[config.mk]
export PLATFORM = sky130hd
export DESIGN_NAME = bmp_pixel_stream_decoder
export DESIGN_NICKNAME = d
export VERILOG_FILES = /design/src/rtl/bpsd_pkg.sv /design/src/rtl/bpsd_in_stage.sv /design/src/rtl/bpsd_parser.sv /design/src/rtl/bpsd_out_stage.sv /design/src/rtl/bmp_pixel_stream_decoder.sv
export SDC_FILE = /design/constraint.sdc
export NUM_CORES = 1
export LEC_CHECK = 0
export ABC_CLOCK_PERIOD_IN_PS = 12000
export BUFFER_PORTS_ARGS = -buffer_cell sky130_fd_sc_hd__buf_2
export CORE_ASPECT_RATIO = 2
export CORE_MARGIN = 4
export CORE_UTILIZATION = 55
export CTS_CLUSTER_DIAMETER = 40
export CTS_CLUSTER_SIZE = 40
export DETAILED_ROUTE_END_ITERATION = 6
export HOLD_SLACK_MARGIN = 0.1
export PLACE_DENSITY = 0.72
export SYNTH_ARGS = -nofsm -noshare
export SYNTH_HDL_FRONTEND = slang
export SYNTH_SLANG_ARGS = --single-unit
[constraint.sdc]
create_clock -name clk -period 12 [get_ports clk]
set_input_delay 0 -clock clk [delete_from_list [all_inputs] [get_ports clk]]
set_output_delay 0 -clock clk [all_outputs]
set_load 0.02 [all_outputs]
[src/rtl/bpsd_pkg.sv]
`timescale 1ns / 1ps
// ----------------------------------------------------------------------------
// BMP pixel stream decoder package
// Shared types and fixed constants for the BMP byte stream parser.
// ----------------------------------------------------------------------------
package bpsd_pkg;

	typedef enum logic [2:0] {
		PH_IDLE,
		PH_HEADER,
		PH_SKIP,
		PH_PIXEL,
		PH_PAD,
		PH_DONE
	} phase_t;

	localparam logic [1:0] STATUS_PIXEL     = 2'd0;
	localparam logic [1:0] STATUS_BAD_MAGIC = 2'd1;
	localparam logic [1:0] STATUS_BAD_DEPTH = 2'd2;
	localparam logic [1:0] STATUS_BAD_SIZE  = 2'd3;

	localparam logic [31:0] POS_MAGIC    = 32'd1;
	localparam logic [31:0] POS_OFFSET   = 32'd13;
	localparam logic [31:0] POS_WIDTH    = 32'd21;
	localparam logic [31:0] POS_HEIGHT   = 32'd25;
	localparam logic [31:0] POS_BPP      = 32'd29;
	localparam logic [31:0] POS_HDR_END  = 32'd37;
	localparam logic [31:0] POS_DATA_MIN = 32'd38;

	localparam logic [15:0] MAGIC_BM     = 16'h4D42;
	localparam logic [15:0] BPP_24       = 16'd24;
	localparam logic [15:0] BPP_32       = 16'd32;
	localparam logic [7:0]  ALPHA_OPAQUE = 8'hFF;

	typedef struct packed {
		logic [7:0] data_byte;
		logic       file_start;
	} in_item_t;

	typedef struct packed {
		logic [1:0]  status;
		logic [23:0] pixel_index;
		logic [7:0]  red;
		logic [7:0]  green;
		logic [7:0]  blue;
		logic [7:0]  alpha;
		logic [12:0] image_width;
		logic [12:0] image_height;
		logic        last_pixel;
	} result_t;

endpackage

[src/rtl/bpsd_in_stage.sv]
`timescale 1ns / 1ps
// ----------------------------------------------------------------------------
// Input register
// Captures one file byte per transfer and holds it until the parser takes it.
// ----------------------------------------------------------------------------
module bpsd_in_stage
	import bpsd_pkg::*;
(
	input  logic     clk,
	input  logic     arst_n,
	input  logic     in_valid,
	output logic     in_ready,
	input  in_item_t in_item,
	input  logic     take,
	output logic     valid_s1,
	output in_item_t item_s1
);

	assign in_ready = !valid_s1 || take;

	always_ff @(posedge clk or negedge arst_n) begin
		if (!arst_n) begin
			valid_s1 <= 1'b0;
		end else if (in_valid && in_ready) begin
			valid_s1 <= 1'b1;
		end else if (take) begin
			valid_s1 <= 1'b0;
		end
	end

	always_ff @(posedge clk) begin
		if (in_valid && in_ready) begin
			item_s1 <= in_item;
		end
	end

endmodule

[src/rtl/bpsd_parser.sv]
`timescale 1ns / 1ps
// ----------------------------------------------------------------------------
// BMP header and pixel parser
// Walks the header fields, skips to the pixel data and assembles RGBA pixels.
// ----------------------------------------------------------------------------
module bpsd_parser
	import bpsd_pkg::*;
#(
	parameter int MAX_DIM = 4096
) (
	input  logic     clk,
	input  logic     arst_n,
	input  logic     valid_s1,
	input  in_item_t item_s1,
	input  logic     out_free,
	output logic     take,
	output logic     res_load,
	output result_t  res
);

	phase_t      phase_q, phase_c, phase_d;
	logic [31:0] pos_q, pos_c, pos_d;
	logic [31:0] hs_q, hs_c, hs_d;
	logic [31:0] off_q, off_c, off_d;
	logic [12:0] width_q, width_c, width_d;
	logic [12:0] height_q, height_c, height_d;
	logic        flip_q, flip_c, flip_d;
	logic        four_q, four_c, four_d;
	logic [12:0] row_q, row_c, row_d;
	logic [12:0] col_q, col_c, col_d;
	logic [1:0]  bip_q, bip_c, bip_d;
	logic [1:0]  pad_q, pad_c, pad_d;
	logic [23:0] pb_q, pb_c, pb_d;
	logic [1:0]  pend_q, pend_c, pend_d;
	logic [23:0] base_q, base_c, base_d;
	logic [23:0] prod_q;
	logic [12:0] height_m1;
	logic [25:0] prod_full;
	logic [31:0] hs_new;
	logic [31:0] mag;
	logic [7:0]  b;
	logic        fire;

	assign b = item_s1.data_byte;
	assign hs_new = {b, hs_c[31:8]};
	assign mag = hs_new[31] ? (~hs_new + 32'd1) : hs_new;
	assign height_m1 = height_q - 13'd1;
	assign prod_full = {13'b0, height_m1} * {13'b0, width_q};

	assign take = valid_s1 && (out_free || !fire);
	assign res_load = take && fire;

	always_comb begin
		logic        do_pixel;
		logic [1:0]  last_byte;
		logic        last;
		logic [12:0] col_inc;
		do_pixel = 1'b0;
		phase_c = phase_q;
		pos_c = pos_q;
		hs_c = hs_q;
		off_c = off_q;
		width_c = width_q;
		height_c = height_q;
		flip_c = flip_q;
		four_c = four_q;
		row_c = row_q;
		col_c = col_q;
		bip_c = bip_q;
		pad_c = pad_q;
		pb_c = pb_q;
		pend_c = pend_q;
		base_c = base_q;
		if (item_s1.file_start) begin
			phase_c = PH_HEADER;
			pos_c = '0;
			hs_c = '0;
			off_c = '0;
			width_c = '0;
			height_c = '0;
			flip_c = 1'b0;
			four_c = 1'b0;
			row_c = '0;
			col_c = '0;
			bip_c = '0;
			pad_c = '0;
			pb_c = '0;
			pend_c = '0;
			base_c = '0;
		end
		phase_d = phase_c;
		pos_d = pos_c;
		hs_d = hs_c;
		off_d = off_c;
		width_d = width_c;
		height_d = height_c;
		flip_d = flip_c;
		four_d = four_c;
		row_d = row_c;
		col_d = col_c;
		bip_d = bip_c;
		pad_d = pad_c;
		pb_d = pb_c;
		pend_d = pend_c;
		base_d = base_c;
		fire = 1'b0;
		res = '0;

		case (phase_c)
			PH_HEADER: begin
				hs_d = hs_new;
				if (pos_c == POS_MAGIC) begin
					if (hs_new[31:16] != MAGIC_BM) begin
						res.status = STATUS_BAD_MAGIC;
						fire = 1'b1;
						phase_d = PH_DONE;
					end
				end else if (pos_c == POS_OFFSET) begin
					off_d = hs_new;
				end else if (pos_c == POS_WIDTH) begin
					if (hs_new[31] || hs_new > 32'(MAX_DIM)) begin
						pend_d = STATUS_BAD_SIZE;
					end else begin
						width_d = hs_new[12:0];
					end
				end else if (pos_c == POS_HEIGHT) begin
					if (hs_new[31]) begin
						flip_d = 1'b1;
					end
					if (mag > 32'(MAX_DIM)) begin
						if (pend_c == STATUS_PIXEL) begin
							pend_d = STATUS_BAD_SIZE;
						end
					end else begin
						height_d = mag[12:0];
					end
				end else if (pos_c == POS_BPP) begin
					if (hs_new[31:16] == BPP_32) begin
						four_d = 1'b1;
					end else if (hs_new[31:16] != BPP_24) begin
						pend_d = STATUS_BAD_DEPTH;
					end
				end else if (pos_c == POS_HDR_END) begin
					if (pend_c != STATUS_PIXEL) begin
						res.status = pend_c;
						fire = 1'b1;
						phase_d = PH_DONE;
					end else if (width_c == '0 || height_c == '0) begin
						phase_d = PH_DONE;
					end else begin
						base_d = flip_c ? prod_q : '0;
						if (off_c[31] || off_c <= POS_DATA_MIN) begin
							phase_d = PH_PIXEL;
						end else begin
							phase_d = PH_SKIP;
						end
					end
				end
			end
			PH_SKIP: begin
				if (pos_c >= off_c) begin
					phase_d = PH_PIXEL;
					do_pixel = 1'b1;
				end
			end
			PH_PIXEL: begin
				do_pixel = 1'b1;
			end
			PH_PAD: begin
				if (pad_c != '0) begin
					pad_d = pad_c - 2'd1;
				end
				if (pad_d == '0) begin
					phase_d = PH_PIXEL;
				end
			end
			default: begin
			end
		endcase

		last_byte = four_c ? 2'd3 : 2'd2;
		last = (row_c == height_c - 13'd1) && (col_c == width_c - 13'd1);
		col_inc = col_c + 13'd1;
		if (do_pixel) begin
			if (bip_c < last_byte) begin
				case (bip_c)
					2'd0: pb_d[7:0] = pb_c[7:0] | b;
					2'd1: pb_d[15:8] = pb_c[15:8] | b;
					2'd2: pb_d[23:16] = pb_c[23:16] | b;
					default: pb_d = pb_c;
				endcase
				bip_d = bip_c + 2'd1;
			end else begin
				fire = 1'b1;
				res.status = STATUS_PIXEL;
				res.pixel_index = base_c + {11'b0, col_c};
				res.red = four_c ? pb_c[23:16] : b;
				res.green = pb_c[15:8];
				res.blue = pb_c[7:0];
				res.alpha = four_c ? b : ALPHA_OPAQUE;
				res.image_width = width_c;
				res.image_height = height_c;
				res.last_pixel = last;
				pb_d = '0;
				bip_d = '0;
				if (last) begin
					phase_d = PH_DONE;
				end else if (col_inc >= width_c) begin
					col_d = '0;
					row_d = row_c + 13'd1;
					base_d = flip_c ? (base_c - {11'b0, width_c}) : (base_c + {11'b0, width_c});
					if (!four_c && width_c[1:0] != 2'd0) begin
						pad_d = width_c[1:0];
						phase_d = PH_PAD;
					end
				end else begin
					col_d = col_inc;
				end
			end
		end

		if (phase_d != PH_IDLE && pos_c != '1) begin
			pos_d = pos_c + 32'd1;
		end
	end

	always_ff @(posedge clk or negedge arst_n) begin
		if (!arst_n) begin
			phase_q <= PH_IDLE;
			pos_q <= '0;
			hs_q <= '0;
			off_q <= '0;
			width_q <= '0;
			height_q <= '0;
			flip_q <= 1'b0;
			four_q <= 1'b0;
			row_q <= '0;
			col_q <= '0;
			bip_q <= '0;
			pad_q <= '0;
			pb_q <= '0;
			pend_q <= '0;
			base_q <= '0;
		end else if (take) begin
			phase_q <= phase_d;
			pos_q <= pos_d;
			hs_q <= hs_d;
			off_q <= off_d;
			width_q <= width_d;
			height_q <= height_d;
			flip_q <= flip_d;
			four_q <= four_d;
			row_q <= row_d;
			col_q <= col_d;
			bip_q <= bip_d;
			pad_q <= pad_d;
			pb_q <= pb_d;
			pend_q <= pend_d;
			base_q <= base_d;
		end
	end

	always_ff @(posedge clk) begin
		prod_q <= prod_full[23:0];
	end

endmodule

[src/rtl/bpsd_out_stage.sv]
`timescale 1ns / 1ps
// ----------------------------------------------------------------------------
// Result register
// Holds one result until the downstream side completes its transfer.
// ----------------------------------------------------------------------------
module bpsd_out_stage
	import bpsd_pkg::*;
(
	input  logic    clk,
	input  logic    arst_n,
	input  logic    load,
	input  result_t res,
	output logic    out_free,
	input  logic    out_ready,
	output logic    out_valid,
	output result_t res_q
);

	assign out_free = !out_valid || out_ready;

	always_ff @(posedge clk or negedge arst_n) begin
		if (!arst_n) begin
			out_valid <= 1'b0;
		end else if (load) begin
			out_valid <= 1'b1;
		end else if (out_ready) begin
			out_valid <= 1'b0;
		end
	end

	always_ff @(posedge clk) begin
		if (load) begin
			res_q <= res;
		end
	end

endmodule

[src/rtl/bmp_pixel_stream_decoder.sv]
`timescale 1ns / 1ps
// ----------------------------------------------------------------------------
// BMP pixel stream decoder
// Parses a 24 or 32 bpp BMP byte stream and emits RGBA pixels with indices, or error reports.
// ----------------------------------------------------------------------------
// A result is loaded into the result register when the parser takes the byte that completes it.
// Throughput: one byte per cycle, but a byte that completes a result waits until the result register is free.
// The multiplier for the flipped row base is registered and has the header bytes to settle.
// Reset is asynchronous and active low; afterwards the parser waits for a file start.
module bmp_pixel_stream_decoder
	import bpsd_pkg::*;
#(
	parameter int MAX_DIM = 4096
) (
	input  logic        clk,
	input  logic        arst_n,
	input  logic        in_valid,
	output logic        in_ready,
	input  logic [7:0]  data_byte,
	input  logic        file_start,
	output logic        out_valid,
	input  logic        out_ready,
	output logic [1:0]  status,
	output logic [23:0] pixel_index,
	output logic [7:0]  red,
	output logic [7:0]  green,
	output logic [7:0]  blue,
	output logic [7:0]  alpha,
	output logic [12:0] image_width,
	output logic [12:0] image_height,
	output logic        last_pixel
);

	in_item_t in_item;
	in_item_t item_s1;
	logic     valid_s1;
	logic     take;
	logic     res_load;
	logic     out_free;
	result_t  res;
	result_t  res_q;

	assign in_item.data_byte = data_byte;
	assign in_item.file_start = file_start;

	bpsd_in_stage u_in (
		.clk      (clk),
		.arst_n   (arst_n),
		.in_valid (in_valid),
		.in_ready (in_ready),
		.in_item  (in_item),
		.take     (take),
		.valid_s1 (valid_s1),
		.item_s1  (item_s1)
	);

	bpsd_parser #(
		.MAX_DIM (MAX_DIM)
	) u_parser (
		.clk      (clk),
		.arst_n   (arst_n),
		.valid_s1 (valid_s1),
		.item_s1  (item_s1),
		.out_free (out_free),
		.take     (take),
		.res_load (res_load),
		.res      (res)
	);

	bpsd_out_stage u_out (
		.clk       (clk),
		.arst_n    (arst_n),
		.load      (res_load),
		.res       (res),
		.out_free  (out_free),
		.out_ready (out_ready),
		.out_valid (out_valid),
		.res_q     (res_q)
	);

	assign status = res_q.status;
	assign pixel_index = res_q.pixel_index;
	assign red = res_q.red;
	assign green = res_q.green;
	assign blue = res_q.blue;
	assign alpha = res_q.alpha;
	assign image_width = res_q.image_width;
	assign image_height = res_q.image_height;
	assign last_pixel = res_q.last_pixel;

endmodule

==> results.md <==
- Status: completed
- VDD IR max: 142 µV
- CP arrival: slightly below 9 ns
- Switching power: 0.00135 W
- Number of cells on the worst reg-to-reg path: 25
- Die height: 313 µm
- Leak: 12.3 nW
- Sequential Power Share: 0.391
- #FFs+latches synth: 319
- Max-slew headroom: 0.200
- Final TNS setup: 0 ns
- Number of global-route vias before repair: 22900
- Post-route ant nets: 0
- FMAX: 122 MHz
- DR vias: 22200
- Sw Share: 0.378
- 1st-iter DRT viols: 1645
- CTS Buf Count: 37
- Die area: 50100 µm²
- GPL Wtd Cong: 0.963
- Clock Tree Root: clkbuf_16
- Tot GR Track Use: 0.327
- Post-CTS sizing: 0
- Final setup fails: 0
- Multi-input gate area: roughly 16000 µm²
- Max-Cap Viols: 0
- Finished Cell Area: between 20000 and 30000 µm²
- Initial antenna violation count: 0
- Share of the yosys chip area belonging to registers: 0.327
- Core Footprint: around 46000 µm²
- H-Tree Depth: 2
- Largest net degree at the start of global routing: roughly 110
- Capturing point of the worst reg2reg path: u_parser.prod_q[23]
- Power per cell area: 128 nW/µm²
- FF/Latch Area: roughly 8300 µm²
- Min-delay worst type: primary input to asynchronous set/reset pin
- Clock Power Share: 0.354
- Crit path top cell by count: fa_1
- Area Growth Syn to Fin: 9.27%
- R2R Setup Slk: 3.77 ns
- Vias/cell: roughly 6.3
- Average size of a mapped cell: 8.73 µm²
- Post-DR wirelength/cell: 23.4 µm
- Final Hold Vio Count: 0
- Skew-Pair Late Insertion Delay: 0.57 ns
- Hpwl dp: 61400 µm
- Die Wd: roughly 160 µm
- Slowest CP cell: xor2_1
- Synth warnings: 0
- Share of cells above drive strength 1: 0.0832
- R2R Path Start: u_parser.height_q[2]
- CTS tree: done
- IO buf count: 99
- Worst-Margin Slew: 1.20 ns
- Int Pwr: 0.00222 W
- Largest stage delay, worst path: 0.94 ns
- Comb power frac: 0.256
- Ys async rst share: 0.630
- Cells after Synth: between 2000 and 3000
- Final Cycle Share: 0.686
- Netlist cell types: 90
- Global-route wire length before repair: between 100000 and 150000 µm
- Crit Path Class: flip-flop to flip-flop
- WP data required: 12.49 ns
- Num rows: 111
- Final wirelength: 82300 µm
- NumNets Final: 3215
- Post-synth EDFFs: 94
- IO Pins: 100
- Post-synthesis cell area: 25500 µm²
- Setup Skew: roughly 0.029 ns
- CP Launch Type: flip-flop
- Most common flop cell mapped by yosys: dfrtp_1
- CP Capture Type: flip-flop
- DRC: 0
- Post-layout min period: approximately 8.2 ns
- RSZ-0062 raised after global routing: no
- Crit Path Max Fanout: 13
- Initial core utilization: 0.557
- Clock buffer depth: 3
- Syn Nets: 3214
- Clock-pin slew on the worst setup and hold paths: around 0.07 ns
- Fillers: 3961
- DRT Pass-1 Iters: 6
- Diode count: 0
- Aggregate global routing overflow: 0
- Clock Sinks: between 300 and 400
- Slew Viols, Final: 0
- Dpl cell area: roughly 26000 µm²
-- power groups by stage --
stage                     clock network (W)  logic, W  registers (W)
after floorplan                           0  0.000632        0.00137
after global placement                    0  0.000886        0.00141
after detailed placement                  0  0.000900        0.00141
after CTS                           0.00128  0.000910        0.00139
after global routing                0.00132  0.000992        0.00141
final                               0.00126  0.000915        0.00140
-- synth_stat cells (all sizes together), types with 6 or more instances --
master / count / area share
a211o: 9 / 0.0031
a211oi: 16 / 0.0049
a21o: 27 / 0.0079
a21oi: 102 / 0.020
a22o: 63 / 0.022
a22oi: 49 / 0.014
a31oi: 26 / 0.0064
a41oi: 7 / 0.0024
and2: 113 / 0.028
and3: 25 / 0.0061
and4: 6 / 0.0021
buf: 42 / 0.0077
clkbuf: 152 / 0.022
dfrtp: 201 / 0.20
dfxtp: 24 / 0.019
edfxtp: 94 / 0.11
fa: 122 / 0.096
ha: 154 / 0.076
inv: 209 / 0.031
mux2: 8 / 0.0035
mux2i: 20 / 0.0078
nand2: 459 / 0.068
nand2b: 24 / 0.0059
nand3: 51 / 0.010
nand4: 47 / 0.012
nor2: 178 / 0.026
nor2b: 105 / 0.026
nor3: 48 / 0.0096
nor3b: 9 / 0.0028
nor4: 30 / 0.0082
o211ai: 32 / 0.0094
o21a: 13 / 0.0038
o21ai: 146 / 0.029
o22ai: 13 / 0.0034
o2bb2ai: 6 / 0.0021
o31ai: 14 / 0.0041
o32ai: 6 / 0.0021
o41ai: 6 / 0.0021
or2: 7 / 0.0017
or3: 19 / 0.0047
or4: 15 / 0.0047
xnor2: 79 / 0.027
xor2: 73 / 0.025
-- placed cells by master (no fill, tap or decap), types with 79 or more instances in the layout --
cell / instances
fa_1: 122
o21ai_0: 139
dfrtp_1: 201
buf_2: 98
a21oi_1: 102
nand2_1: 458
inv_1: 209
and2_1: 112
edfxtp_1: 94
ha_1: 154
nor2b_1: 105
nor2_1: 176
xnor2_1: 79
-- sequential cells by signal (all words and copies together), names as in the netlist, 24 cells and up --
name	count
u_out.res_q	85
u_parser.base_q	24
u_parser.hs_q	24
u_parser.off_q	32
u_parser.pb_q	24
u_parser.pos_q	32
u_parser.prod_q	24
-- metrics by stage --
stage | instances | setup WS [ns] | hold slack, ns | power (W) | util
6_report | 3520 | 3.77 | 0.0905 | 0.00358 | 0.608
5_1_grt | 3520 | 3.33 | 0.166 | 0.00372 | 0.608
4_1_cts | 3519 | 3.91 | 0.106 | 0.00358 | 0.608
3_5_place_dp | 3438 | 3.99 | 0.125 | 0.00231 | 0.575
3_3_place_gp | 3438 | 4.15 | 0.126 | 0.00230 | 0.575
2_1_floorplan | 2925 | 2.54 | -0.296 | 0.00200 | -
-- metal layers --
layer | part of all wire | track usage | wire (µm) | vias to the layer above
li1 | - | - | - | 10100
met5 | 0 | 0 | 0 | -
met4 | 0.079 | 0.211 | 6530 | 0
met3 | 0.047 | 0.0325 | 3880 | 297
met1 | 0.35 | 0.351 | 28500 | 10900
met2 | 0.53 | 0.606 | 43400 | 878
-- area by class of cell --
type | count | share of cell area
Sequential cell | 319 | 0.299
Timing Repair Buffer | 156 | 0.0362
Clock buffer | 40 | 0.0351
Tap cell | 565 | 0.0254
Clock inverter | 28 | 0.0143
Inverter | 210 | 0.0283
Multi-Input combinational cell | 2202 | 0.562
-- critical path: cells and delay by family, from the launching register on --
family / cells / cell delay, ns
fa+ha+maj: 6 / 2.60
simple gates: 8 / 2.17
compound gates: 5 / 1.57
xor+xnor: 2 / 1.07
buf+inv: 4 / 0.27
flops: 1 / 0.47
-- timing repair --
| action | CTS | global route |
|---|---|---|
| buffers inserted | 0 | 0 |
| hold buffers | 13 | 0 |
| endpoints found under the hold margin | 110 | 0 |
-- kinds of logic (layout without fill, tap and decap cells) --
family	Yosys count	in the layout	share of synthesized area
and+or+nand+nor	1156	1156	0.221
DFF	319	319	0.327
xor gates and xnor gates	152	152	0.0522
buffers and inverters	404	434	0.0610
muxes	28	28	0.0114
AOI/OAI and AO/OA	590	590	0.156
adders and majority gates	276	276	0.171
-- worst max-delay path by stage --
stage	start	slack, ns	depth (start not counted)	endpoint
5_1_grt	u_parser.height_q[2]	3.33	25	u_parser.prod_q[23]
3_5_place_dp	u_parser.height_q[2]	3.99	25	u_parser.prod_q[23]
3_3_place_gp	u_parser.height_q[2]	4.15	25	u_parser.prod_q[23]
2_1_floorplan	u_in.item_s1[0]	2.54	25	u_out.res_q[0]
6_report	u_parser.height_q[2]	3.77	25	u_parser.prod_q[23]
4_1_cts	u_parser.height_q[2]	3.91	25	u_parser.prod_q[23]
No activity file was read; power rests on OpenSTA's default activity.
